## config.mk

```make
export PLATFORM = sky130hd
export DESIGN_NAME = rgb_to_hsl_converter
export DESIGN_NICKNAME = d
export VERILOG_FILES = /design/src/design/rgbhsl_pkg.sv /design/src/design/rgbhsl_prep.sv /design/src/design/rgbhsl_div_cell.sv /design/src/design/rgbhsl_finish.sv /design/src/design/rgb_to_hsl_converter.sv
export VERILOG_INCLUDE_DIRS = /design/src /design/src/design
export SDC_FILE = /design/constraint.sdc
export NUM_CORES = 1
export LEC_CHECK = 0
export BUFFER_PORTS_ARGS = -buffer_cell sky130_fd_sc_hd__buf_2
export CORE_UTILIZATION = 40
export CTS_BUF_LIST = sky130_fd_sc_hd__clkbuf_4
export DETAILED_ROUTE_END_ITERATION = 12
export MAX_ROUTING_LAYER = met4
export PLACE_DENSITY = 0.58
export RECOVER_POWER = 100
export REMOVE_ABC_BUFFERS = 1
export SYNTH_ARGS = -nofsm -noshare
export SYNTH_HDL_FRONTEND = slang
export SYNTH_SLANG_ARGS = --single-unit
```

## constraint.sdc

```tcl
create_clock -name aclk -period 9.25 [get_ports aclk]
set_clock_uncertainty 0.05 [all_clocks]
set_input_delay 1.85 -clock aclk [delete_from_list [all_inputs] [get_ports aclk]]
set_output_delay 1.85 -clock aclk [all_outputs]
set_load 0.005 [all_outputs]
```

## src/design/assert_macros.svh

```systemverilog
// ----------------------------------------------------------------------------
// assert_macros.svh
// concurrent assertion helpers shared by the rtl
// ----------------------------------------------------------------------------
`ifndef ASSERT_MACROS_SVH
`define ASSERT_MACROS_SVH

`ifndef SYNTHESIS

// expression holds at every clock edge out of reset
`define ASSERT_ALWAYS(label, clk, rstn, expr) \
    label: assert property (@(posedge clk) disable iff (!rstn) (expr)) \
        else $error("assertion failed");

// antecedent implies consequent in the same cycle
`define ASSERT_IMPLIES(label, clk, rstn, ante, cons) \
    label: assert property (@(posedge clk) disable iff (!rstn) (ante) |-> (cons)) \
        else $error("assertion failed");

// antecedent implies consequent in the next cycle
`define ASSERT_NEXT(label, clk, rstn, ante, cons) \
    label: assert property (@(posedge clk) disable iff (!rstn) (ante) |=> (cons)) \
        else $error("assertion failed");

`else

`define ASSERT_ALWAYS(label, clk, rstn, expr)
`define ASSERT_IMPLIES(label, clk, rstn, ante, cons)
`define ASSERT_NEXT(label, clk, rstn, ante, cons)

`endif

`endif

```

## src/design/rgbhsl_pkg.sv

```systemverilog
// ----------------------------------------------------------------------------
// rgbhsl_pkg
// types and constants for the rgb to hsl converter
// ----------------------------------------------------------------------------
package rgbhsl_pkg;

    localparam int COMP_W   = 8;
    localparam int HUE_W    = 9;
    localparam int WORK_W   = 2 * COMP_W;
    localparam int DIV_STEPS = COMP_W;

    localparam logic [HUE_W-1:0] HUE_OFS_RED   = 9'd0;
    localparam logic [HUE_W-1:0] HUE_OFS_GREEN = 9'd120;
    localparam logic [HUE_W-1:0] HUE_OFS_BLUE  = 9'd240;
    localparam logic [HUE_W:0]   HUE_WRAP      = 10'd360;
    localparam logic [COMP_W:0]  SUM_FULL      = 9'd510;
    localparam logic [COMP_W:0]  SUM_HALF      = 9'd255;

    typedef struct packed {
        logic [COMP_W-1:0] red;
        logic [COMP_W-1:0] green;
        logic [COMP_W-1:0] blue;
    } pixel_t;

    typedef struct packed {
        logic [HUE_W-1:0]  hue;
        logic [COMP_W-1:0] saturation;
        logic [COMP_W-1:0] lightness;
    } hsl_t;

    // divider work words carry {remainder, dividend bits / quotient bits}
    typedef struct packed {
        logic [WORK_W-1:0] sat_work;
        logic [COMP_W-1:0] sat_den;
        logic [WORK_W-1:0] hue_work;
        logic [COMP_W-1:0] hue_den;
        logic [HUE_W-1:0]  hue_ofs;
        logic              hue_neg;
        logic              grey;
        logic [COMP_W-1:0] light;
    } lane_t;

endpackage

```

## src/design/rgbhsl_prep.sv

```systemverilog
// ----------------------------------------------------------------------------
// rgbhsl_prep
// front stage: max, min, lightness, divider operands
// ----------------------------------------------------------------------------
module rgbhsl_prep (
    input  logic                 aclk,
    input  logic                 aresetn,
    input  logic                 in_valid,
    output logic                 in_ready,
    input  rgbhsl_pkg::pixel_t   in_data,
    output logic                 out_valid,
    input  logic                 out_ready,
    output rgbhsl_pkg::lane_t    out_data
);
    import rgbhsl_pkg::*;

    logic              valid_reg;
    lane_t             data_reg;
    lane_t             data_next;
    logic [COMP_W-1:0] mx;
    logic [COMP_W-1:0] mn;
    logic [COMP_W-1:0] first;
    logic [COMP_W-1:0] second;
    logic [COMP_W-1:0] diff;
    logic [COMP_W-1:0] delta;
    logic [COMP_W:0]   sum;
    logic [COMP_W:0]   sum_rev;
    logic [HUE_W-1:0]  ofs;

    always_comb begin
        mx = in_data.red;
        mn = in_data.red;
        if (in_data.green > mx) mx = in_data.green;
        if (in_data.blue > mx) mx = in_data.blue;
        if (in_data.green < mn) mn = in_data.green;
        if (in_data.blue < mn) mn = in_data.blue;

        if (mx == in_data.red) begin
            ofs = HUE_OFS_RED;
            first = in_data.green;
            second = in_data.blue;
        end else if (mx == in_data.green) begin
            ofs = HUE_OFS_GREEN;
            first = in_data.blue;
            second = in_data.red;
        end else begin
            ofs = HUE_OFS_BLUE;
            first = in_data.red;
            second = in_data.green;
        end

        diff = (first >= second) ? (first - second) : (second - first);
        delta = mx - mn;
        sum = {1'b0, mx} + {1'b0, mn};
        sum_rev = SUM_FULL - sum;

        data_next.sat_work = {delta, {COMP_W{1'b0}}} - {{COMP_W{1'b0}}, delta};
        data_next.sat_den  = (sum < SUM_HALF) ? sum[COMP_W-1:0] : sum_rev[COMP_W-1:0];
        // 60 * diff as 64 * diff - 4 * diff
        data_next.hue_work = {2'b00, diff, 6'b0} - {6'b0, diff, 2'b0};
        data_next.hue_den  = delta;
        data_next.hue_ofs  = ofs;
        data_next.hue_neg  = (first < second);
        data_next.grey     = (mx == mn);
        data_next.light    = sum[COMP_W:1];
    end

    assign in_ready  = !valid_reg || out_ready;
    assign out_valid = valid_reg;
    assign out_data  = data_reg;

    always_ff @(posedge aclk) begin
        if (!aresetn) begin
            valid_reg <= 1'b0;
        end else if (in_ready) begin
            valid_reg <= in_valid;
        end
    end

    always_ff @(posedge aclk) begin
        if (in_ready && in_valid) begin
            data_reg <= data_next;
        end
    end

endmodule

```

## src/design/rgbhsl_div_cell.sv

```systemverilog
// ----------------------------------------------------------------------------
// rgbhsl_div_cell
// one restoring division step for saturation and hue, registered
// ----------------------------------------------------------------------------
module rgbhsl_div_cell (
    input  logic                 aclk,
    input  logic                 aresetn,
    input  logic                 in_valid,
    output logic                 in_ready,
    input  rgbhsl_pkg::lane_t    in_data,
    output logic                 out_valid,
    input  logic                 out_ready,
    output rgbhsl_pkg::lane_t    out_data
);
    import rgbhsl_pkg::*;

    logic  valid_reg;
    lane_t data_reg;
    lane_t data_next;

    function automatic logic [WORK_W-1:0] div_step(
        input logic [WORK_W-1:0] work,
        input logic [COMP_W-1:0] den
    );
        logic [WORK_W:0]  t;
        logic [COMP_W:0]  hi;
        logic             q;
        t = {work, 1'b0};
        hi = t[WORK_W:COMP_W];
        q = (hi >= {1'b0, den});
        if (q) hi = hi - {1'b0, den};
        return {hi[COMP_W-1:0], t[COMP_W-1:1], q};
    endfunction

    always_comb begin
        data_next = in_data;
        data_next.sat_work = div_step(in_data.sat_work, in_data.sat_den);
        data_next.hue_work = div_step(in_data.hue_work, in_data.hue_den);
    end

    assign in_ready  = !valid_reg || out_ready;
    assign out_valid = valid_reg;
    assign out_data  = data_reg;

    always_ff @(posedge aclk) begin
        if (!aresetn) begin
            valid_reg <= 1'b0;
        end else if (in_ready) begin
            valid_reg <= in_valid;
        end
    end

    always_ff @(posedge aclk) begin
        if (in_ready && in_valid) begin
            data_reg <= data_next;
        end
    end

endmodule

```

## src/design/rgbhsl_finish.sv

```systemverilog
// ----------------------------------------------------------------------------
// rgbhsl_finish
// hue assembly and output register
// ----------------------------------------------------------------------------
module rgbhsl_finish (
    input  logic                 aclk,
    input  logic                 aresetn,
    input  logic                 in_valid,
    output logic                 in_ready,
    input  rgbhsl_pkg::lane_t    in_data,
    output logic                 out_valid,
    input  logic                 out_ready,
    output rgbhsl_pkg::hsl_t     out_data
);
    import rgbhsl_pkg::*;

    logic              valid_reg;
    hsl_t              data_reg;
    hsl_t              data_next;
    logic [COMP_W-1:0] mag;
    logic [HUE_W:0]    hue_sum;
    logic [HUE_W:0]    hue_wrapped;

    always_comb begin
        mag = in_data.hue_work[COMP_W-1:0];
        if (in_data.hue_neg) begin
            hue_sum = {1'b0, in_data.hue_ofs} - {2'b00, mag};
        end else begin
            hue_sum = {1'b0, in_data.hue_ofs} + {2'b00, mag};
        end
        hue_wrapped = hue_sum[HUE_W] ? (hue_sum + HUE_WRAP) : hue_sum;

        data_next.lightness = in_data.light;
        if (in_data.grey) begin
            data_next.hue        = '0;
            data_next.saturation = '0;
        end else begin
            data_next.hue        = hue_wrapped[HUE_W-1:0];
            data_next.saturation = in_data.sat_work[COMP_W-1:0];
        end
    end

    assign in_ready  = !valid_reg || out_ready;
    assign out_valid = valid_reg;
    assign out_data  = data_reg;

    always_ff @(posedge aclk) begin
        if (!aresetn) begin
            valid_reg <= 1'b0;
        end else if (in_ready) begin
            valid_reg <= in_valid;
        end
    end

    always_ff @(posedge aclk) begin
        if (in_ready && in_valid) begin
            data_reg <= data_next;
        end
    end

endmodule

```

## src/design/rgb_to_hsl_converter.sv

```systemverilog
// ----------------------------------------------------------------------------
// rgb_to_hsl_converter
// 8-bit rgb pixel to integer hsl, pipelined
// ----------------------------------------------------------------------------
// s_valid/s_ready/s_data carry one rgb pixel per request; m_valid/m_ready/
// m_data carry the matching hue (degrees), saturation and lightness.
// results leave in the order the pixels arrived, one per pixel.
// a request passes the front stage, eight division cells (one quotient bit
// each) and the output stage, each registered, on its way to m_valid.
// throughput: one pixel per clock while m_ready is high.
// every stage holds its own valid bit and fills when the next one is empty or
// moving, so a stalled receiver lets bubbles close up and s_ready stays high
// until all ten stages hold a pixel.
// reset (aresetn low, synchronous) empties every stage; no results are
// pending afterwards.
// ----------------------------------------------------------------------------
`include "assert_macros.svh"

module rgb_to_hsl_converter (
    input  logic                 aclk,
    input  logic                 aresetn,
    input  logic                 s_valid,
    output logic                 s_ready,
    input  rgbhsl_pkg::pixel_t   s_data,
    output logic                 m_valid,
    input  logic                 m_ready,
    output rgbhsl_pkg::hsl_t     m_data
);
    import rgbhsl_pkg::*;

    lane_t lane      [0:DIV_STEPS];
    logic  lane_vld  [0:DIV_STEPS];
    logic  lane_rdy  [0:DIV_STEPS];
    logic  prep_rdy;
    logic  fin_rdy;

    rgbhsl_prep u_prep (
        .aclk      (aclk),
        .aresetn   (aresetn),
        .in_valid  (s_valid),
        .in_ready  (prep_rdy),
        .in_data   (s_data),
        .out_valid (lane_vld[0]),
        .out_ready (lane_rdy[0]),
        .out_data  (lane[0])
    );

    for (genvar i = 0; i < DIV_STEPS; i++) begin : g_cell
        rgbhsl_div_cell u_cell (
            .aclk      (aclk),
            .aresetn   (aresetn),
            .in_valid  (lane_vld[i]),
            .in_ready  (lane_rdy[i]),
            .in_data   (lane[i]),
            .out_valid (lane_vld[i+1]),
            .out_ready (lane_rdy[i+1]),
            .out_data  (lane[i+1])
        );
    end

    rgbhsl_finish u_finish (
        .aclk      (aclk),
        .aresetn   (aresetn),
        .in_valid  (lane_vld[DIV_STEPS]),
        .in_ready  (fin_rdy),
        .in_data   (lane[DIV_STEPS]),
        .out_valid (m_valid),
        .out_ready (m_ready),
        .out_data  (m_data)
    );

    assign lane_rdy[DIV_STEPS] = fin_rdy;
    assign s_ready = prep_rdy;

    logic last_stall;
    assign last_stall = lane_vld[DIV_STEPS] && !fin_rdy;

    `ASSERT_ALWAYS(a_hue_range, aclk, aresetn, !m_valid || (m_data.hue < 9'd360))
    `ASSERT_IMPLIES(a_full_when_blocked, aclk, aresetn, !s_ready, m_valid && lane_vld[0] && lane_vld[DIV_STEPS])
    `ASSERT_NEXT(a_cell_hold, aclk, aresetn, last_stall, lane_vld[DIV_STEPS] && $stable(lane[DIV_STEPS]))

endmodule
```

==> Yosys cells after proc, flatten, opt, wreduce, memory -nomap -nowiden <==
Cells that the tools add are included.
{ "totals": {"regBits": 605, "wordCells": 190} }
{ "op_classes": {"add_sub_neg": 24, "order_cmp": 23, "eq_ne": 3, "n_mux": 27, "reduce_logical": 30} }
{ "op_table": {"columns": ["operator", "n"], "rows": [
  ["$mux 8", 25],
  ["$ge 9x8->1", 16],
  ["$sub 8x8->8", 17],
  ["$eq 8x8->1", 3],
  ["$lt 8x8->1", 3],
  ["$gt 8x8->1", 2],
  ["$sub 16x8->16", 1],
  ["$sub 14x10->15", 1],
  ["$add 9x8->10", 1],
  ["$logic_and 1x1->1", 10],
  ["$logic_not 1->1", 10],
  ["$logic_or 1x1->1", 10],
  ["$mux 10", 1],
  ["$sub 9x8->10", 1],
  ["$add 8x8->9", 1],
  ["$add 9x9->9 const B", 1],
  ["$lt 9x8->1 const B", 1],
  ["$mux 9", 1],
  ["$ge 8x8->1", 1],
  ["$sub 8x8->8 const A", 1]
]} }

==> Depth between registers and ports, before layout <==
Gate-level depths: netlist of run 1.
{ "depth": {"word_depth": 12, "mapped_depth": 36, "mapped_depth_nobuf": 32} }

==> Modules after synthesis <==
A second synthesis of run 1 with hierarchy kept.
{ "hier_totals": {"hier_cells": 2382, "hier_area_um2": 31978.2} }
{ "by_module_without_submodules": {"columns": ["module", "instances", "cells_per_inst", "area_per_inst_um2", "seq_area_each_um2"], "rows": [
  ["rgbhsl_div_cell (g_cell[2].u_cell ...)", 4, 203, 3074.2, 2031.9],
  ["rgbhsl_div_cell (g_cell[0].u_cell ...)", 2, 198, 3054.2, 2031.9],
  ["rgbhsl_prep", 1, 612, 5803.1, 1701.6],
  ["rgbhsl_div_cell (g_cell[7].u_cell)", 1, 200, 3051.7, 2031.9],
  ["rgbhsl_div_cell (g_cell[6].u_cell)", 1, 205, 3025.4, 2031.9],
  ["rgbhsl_finish", 1, 157, 1692.9, 770.7]
]} }

==> Least setup slack after synthesis of run 1 <==
No wires, ideal clock.
{ "synth_timing": {"path_kind": "input -> register", "start": "in s_data[17] (netlist bit)", "end": "reg u_prep.data_reg, in the netlist u_prep.out_data[39] (data pin)", "setup_ps": 262, "arrival_ps": 8240, "setup_slack_ps": 699, "cell_stages": 33, "path_buffers": 3, "path_cell_list": "clkbuf_1 inv_1 ha_1 a21oi_1 o21a_1 o21ai_2 buf_4 mux2_2 ha_1 nand4_1 o21a_1 or2_1 buf_4 nor2_4 a221oi_4 o211ai_4 mux2_2 mux2_2 ha_1 fa_1 and3b_4 o31ai_4 nand2_2 mux2i_1 o21ai_0 nand2_1 nand3_1 xor2_1 inv_1 ha_1 nor3_1 o21ai_1 xor2_1"} }
{ "synth_lines": {"columns": ["item", "line_no", "text"], "rows": [
  ["from (decl)", "rgb_to_hsl_converter.sv:24", "input rgbhsl_pkg::pixel_t s_data,"],
  ["to (signal assigned)", "rgbhsl_prep.sv:82", "data_reg <= data_next;"],
  ["to (decl)", "rgbhsl_prep.sv:18", "lane_t data_reg;"]
]} }

==> results.cfg, run 1 <==
[synth]
synth_ff_type = edfxtp_1
synthArstFlopShare = 0
syn_avg_cell_area_um2 = 13.13
synth_area_um2 = 26600
ys_seq_elements = 520
synthDistinctLibCells = 85
seq_area_frac_synth = 0.5832
synth-edff-count = 510
synth_cells = 2026
synth_warnings = 0

[drt]
wl_mm = 45.80
ant_nets = 0
drc = 0
drtIter0Drc = 621
vias = 15367
wire_per_inst_um = 14.41
via_per_inst = 4.835
drt_pass1_iterations = 5

[critical_path]
rrSetupSlack_ps = 4000
startpoint_type = primary input
crit_path_end_kind = flop
r2r-start = u_prep.out_data[20]
crit_slowest_cell = o21ai_0
critPathRequiredTime_ps = 9730
rr_endpoint = g_cell[0].u_cell.out_data[39]
reg2regPathDepth = 11
crit_type = primary input to flop
crit_path_frequent_cell = ha_1
arrival_ps = 9330
startpoint = s_data[21]
max_stage_delay_ps = 720
crit_end = u_prep.out_data[39]
worst-path-max-fanout = 14

[global_route]
grt_pass1_wl_mm = 76.60
grt_overflow_total = 0
grtUsageTotal = 0.1451
grt_antenna_before_repair = 1
grt_start_max_net_pins = 59
grt_pass1_vias = 16111

[layout]
nNetsFinal = 2466
syn_to_final_growth_pct = 11.70
fin_cells = 3178
final_cell_mix = edfxtp_1 (510), inv_1 (248), ha_1 (199), clkbuf_4 (175), nor2_1 (154)
layout_commonest_cell = edfxtp_1
drive_above_1_share = 0.1695

[clocking]
clockRootBuffer = clkbuf_4
h-tree-depth = 4
cts_resized = 0
clkSlewWorstSetupHoldPaths_ps = 60
clock_sinks = 520
cts_inserted_buffers = 132
cts_setup_buffers = 0
clock_insertion_delay_worst_skew_ps = 820
cts_tree = done
ctsHoldBuffers = 0
clock_tree.buffer_depth = 3

[timing]
fin_ws_ps = 401.3
max_freq_ghz = 0.1130
fin_crit_sh = 0.9566
finalSetupViolations = 0
hold_violations = 0
slew_violations = 504
worstMarginPinSlew_ps = 3359
finalWorstPathRequiredPeriod_ps = 8849
worst_slew_margin_rel = -1.297
grt_setup_unrepaired = false

[placed_design]
gp_congestion = 0.8607
dp.cells = 2950
hpwl_mm = 33.69
place_ws_ps = -150.5
port_buffers = 54

[run_status]
status = finished, violations left
failed_checks = capacitance limit, slew limit

[die]
start_util = 0.4047
die_w_um = 259.9
die-area_um2 = 67550
die_h_um = 259.9
placeableCoreArea_um2 = 65750
rows = 94
pin_count = 55

[pwr]
ir_drop_v = 0.0001024
p_per_area_nw_per_um2 = 237.9
leakagePower_nw = 11.74

[job]
cap_violations = 10

[worst_hold_path]
hold_path.class = flop to flop
-- registers in the layout, indices dropped and copies added, names as in the netlist --
| name | flops |
|---|---|
| u_finish.out_data | 25 |
| u_prep.out_valid | 1 |
| u_finish.out_valid | 1 |
| g_cell.u_cell.out_valid | 8 |
| u_prep.out_data | 56 |
| g_cell.u_cell.out_data | 429 |
-- cell families after synthesis --
group / after synthesis / synth area share
compound gates: 335 / 0.08376
xor+xnor: 107 / 0.03551
fa+ha+maj: 218 / 0.1079
buf+inv: 279 / 0.04110
flops: 520 / 0.5832
mux: 179 / 0.07299
simple gates: 388 / 0.07558
-- layer usage --
layer  GRT usage  part of all wire  up-vias
met5           -                 0        -
met4     0.06520             0.024        0
met3     0.02563             0.029       79
met2      0.2573              0.52      252
met1      0.1575              0.43     7220
li1            -                 -     7816
-- where the power goes --
group	switching [W]	internal (W)
Clock	0.000861	0.00105
Sequential	0.0000940	0.00295
Combinational	0.00116	0.000950
Total	0.00212	0.00495
-- critical path, delay by kind of cell --
family	cells	cell delay (ps)
buf+inv	3	460
mux	3	970
fa+ha+maj	4	1350
simple gates	7	1340
compound gates	13	3250
xor+xnor	1	80
-- Yosys cell counts (7+ instances only) --
cell type / count / area, um2
o21ai_0: 91 / 455.4
a21boi_0: 44 / 330.3
a21oi_1: 73 / 365.4
nor2b_1: 58 / 362.9
mux2_2: 94 / 1059
o21a_1: 16 / 120.1
buf_2: 9 / 45.04
ha_1: 199 / 2490
nor2_1: 142 / 533.0
xor2_1: 44 / 385.4
nand4_1: 31 / 193.9
mux2i_1: 77 / 770.7
o21bai_1: 7 / 52.55
a21o_1: 30 / 225.2
nand2_1: 50 / 187.7
o31ai_1: 9 / 67.56
a31oi_1: 8 / 50.05
edfxtp_1: 510 / 15310
a311oi_1: 15 / 131.4
nor3_1: 12 / 60.06
dfxtp_1: 10 / 200.2
nand3_1: 11 / 55.05
nand2b_1: 23 / 143.9
clkbuf_1: 10 / 37.54
nor2_2: 12 / 75.07
xnor2_1: 62 / 543.0
fa_1: 19 / 380.4
inv_1: 248 / 930.9
-- worst min path at each step --
stage | startpoint | end | slack, ps | depth (start not counted)
detailed placement | u_prep.out_data[4] | g_cell[0].u_cell.out_data[4] | 350 | 0
floorplan | u_prep.out_data[0] | g_cell[0].u_cell.out_data[0] | 350 | 0
global placement | g_cell[6].u_cell.out_data[52] | g_cell[7].u_cell.out_data[53] | 350 | 0
finish | g_cell[5].u_cell.out_data[28] | g_cell[6].u_cell.out_data[29] | 350 | 0
global route | g_cell[4].u_cell.out_data[17] | g_cell[5].u_cell.out_data[17] | 340 | 0
CTS | g_cell[2].u_cell.out_data[27] | g_cell[3].u_cell.out_data[28] | 350 | 0
-- per-stage QoR --
stage | power, W | TNS, ps | area [um2] | hold WS (ps) | utilization
6_report | 0.007069 | 0 | 29720 | 348.0 | 0.4520
5_1_grt | 0.007543 | 0 | 29720 | 344.2 | 0.4520
2_1_floorplan | 0.004738 | -2027 | 26450 | 350.3 | -
3_3_place_gp | 0.005201 | 0 | 28160 | 350.7 | 0.4283
3_5_place_dp | 0.005245 | -359.9 | 28160 | 354.5 | 0.4283
4_1_cts | 0.007205 | 0 | 29860 | 348.1 | 0.4541
-- cell type report --
| type | instances | area (um2) |
|---|---|---|
| Clock buffer | 175 | 1314 |
| Tap cell | 864 | 1081 |
| Multi-Input combinational cell | 1227 | 9993 |
| Timing Repair Buffer | 89 | 491.7 |
| Fill cell | 5903 | 36030 |
| Inverter | 250 | 938.4 |
| Antenna cell | 1 | 2.502 |
| Sequential cell | 520 | 15510 |
| Clock inverter | 52 | 381.6 |
Power figures use the tool's default switching activity.
==> run 2: changes to the inputs <==
==> constraint.sdc (replaced) <==
create_clock -name aclk -period 9.25 [get_ports aclk]
set_clock_uncertainty 0.05 [all_clocks]
set_input_delay 1.3875 -clock aclk [delete_from_list [all_inputs] [get_ports aclk]]
set_output_delay 1.3875 -clock aclk [all_outputs]
set_load 0.005 [all_outputs]
==> run 2 against run 1 <==
Net effect:
- the flow still finishes with violations (capacitance limit, slew limit)
- largest power group unchanged
- routed wire length is 0.85% lower
- clock power shrank 3%
- sequential share of layout area up 0.38 points
- utilization decreased by 0.33 points
- highest routed layer unchanged
==> results.cfg, run 2 (same netlist as run 1, synthesis figures left out) <==
[critical_path]
worst-path-buf-inv = 3
max_stage_delay_ps = 750
crit_path_frequent_cell = ha_1
startpoint_type = primary input
cp_top_family = compound AO/OA/AOI/OAI gates
arrival_ps = 8850
crit_type = primary input to flop
worst-path-max-fanout = 11
crit_slowest_cell = o211ai_1
crit_path_end_kind = flop
critPathRequiredTime_ps = 9740

[timing]
worst_slew_margin_rel = -1.465
finalWorstPathRequiredPeriod_ps = 8367
grt_setup_unrepaired = false
worstMarginPinSlew_ps = 3604
finalSetupViolations = 0
max_freq_ghz = 0.1195
whs_ps = 346.5
hold_violations = 0
slew_violations = 504
finalSetupTns_ps = 0
fin_crit_sh = 0.9046

[layout]
drive_above_1_share = 0.1642
final_cell_mix = edfxtp_1 (510), inv_1 (249), ha_1 (199), clkbuf_4 (181), nor2_1 (154)
nNetsFinal = 2452
num-fill-cells = 6001
syn_to_final_growth_pct = 10.90
largest_reg_flops = 429
stdcell_area_um2 = 29500
regArea_um2 = 15510
multi_input_area_um2 = 9952
layout_commonest_cell = edfxtp_1

[clocking]
cts_resized = 0
clock_sinks = 520
clock_tree.buffer_depth = 3
clock_insertion_delay_worst_skew_ps = 810
ctsHoldBuffers = 0
cts_tree = done
cts_inserted_buffers = 132
clockRootBuffer = clkbuf_4
cts_setup_buffers = 0
h-tree-depth = 4
clkSlewWorstSetupHoldPaths_ps = 60

[drt]
wl_mm = 45.41
ant_nets = 0
vias = 15304
drt_pass1_iterations = 4
drtIter0Drc = 589
wire_per_inst_um = 14.38
drc = 0
via_per_inst = 4.846

[pwr]
pwr-share-seq = 0.435
power.share.clock = 0.265
switching_power_w = 0.002104
ir_drop_v = 0.0001201
p_per_area_nw_per_um2 = 237.4
comb_power_share = 0.300
intPower_w = 0.004902
swShare = 0.3003
leakagePower_nw = 11.63

[placed_design]
port_buffers = 54
hpwl_mm = 33.93
gp_congestion = 0.8463
dpl_cell_area_um2 = 28040

[die]
die_w_um = 259.9
die_h_um = 259.9
die-area_um2 = 67550
rows = 94
start_util = 0.4047
pin_count = 55
placeableCoreArea_um2 = 65750

[job]
cap_violations = 10

[run_status]
failed_checks = capacitance limit, slew limit
status = finished, violations left

[global_route]
grt_start_max_net_pins = 59
grtUsageTotal = 0.1428
grt_pass1_vias = 16193
grt_antenna_before_repair = 4
grt_pass1_wl_mm = 76.03
grt_overflow_total = 0

[worst_hold_path]
hold_path.class = flop to flop
-- run 2: path summary, 6_finish.rpt --
check                                      from                       endpoint  slack (ps)  cells after the start
hold reg to reg   g_cell[1].u_cell.out_data[17]  g_cell[2].u_cell.out_data[17]         350                      0
hold / removal    g_cell[1].u_cell.out_data[17]  g_cell[2].u_cell.out_data[17]         350                      0
setup / recovery                     s_data[19]            u_prep.out_data[39]         880                     29
setup reg to reg            u_prep.out_data[20]  g_cell[0].u_cell.out_data[35]        3730                     11
-- run 2: metrics by stage --
step	setup slack, ps	utilization	cells	power, W
2_1_floorplan	76.40	-	1997	0.004738
3_3_place_gp	464.9	0.4265	2936	0.005209
3_5_place_dp	344.3	0.4265	2936	0.005255
4_1_cts	1252	0.4514	3154	0.007167
5_1_grt	346.2	0.4488	3158	0.007495
6_report	882.9	0.4488	3158	0.007005
-- run 2: routing by layer --
layer / track usage / vias to the layer above / part of all wire
li1: - / 7768 / -
met1: 0.1534 / 7213 / 0.42
met2: 0.2521 / 230 / 0.52
met3: 0.02827 / 93 / 0.032
met4: 0.06585 / 0 / 0.027
met5: - / - / 0
-- run 2: power groups by stage --
stage / Sequential [W] / Combinational [W] / Clock [W]
5_1_grt: 0.00307 / 0.00236 / 0.00206
6_report: 0.00305 / 0.00210 / 0.00186
4_1_cts: 0.00305 / 0.00217 / 0.00195
3_5_place_dp: 0.00310 / 0.00216 / 0
3_3_place_gp: 0.00310 / 0.00211 / 0
2_1_floorplan: 0.00305 / 0.00169 / 0
-- run 2: cell type report --
cell class / instances / share of cell area
clock inverter: 37 / 0.009372
antenna: 4 / 0.0003393
inverter: 250 / 0.03181
clock buffer: 181 / 0.04606
tap: 864 / 0.03664
sequential: 520 / 0.5259
timing repair buffer: 75 / 0.01260
multi-input combinational: 1227 / 0.3373
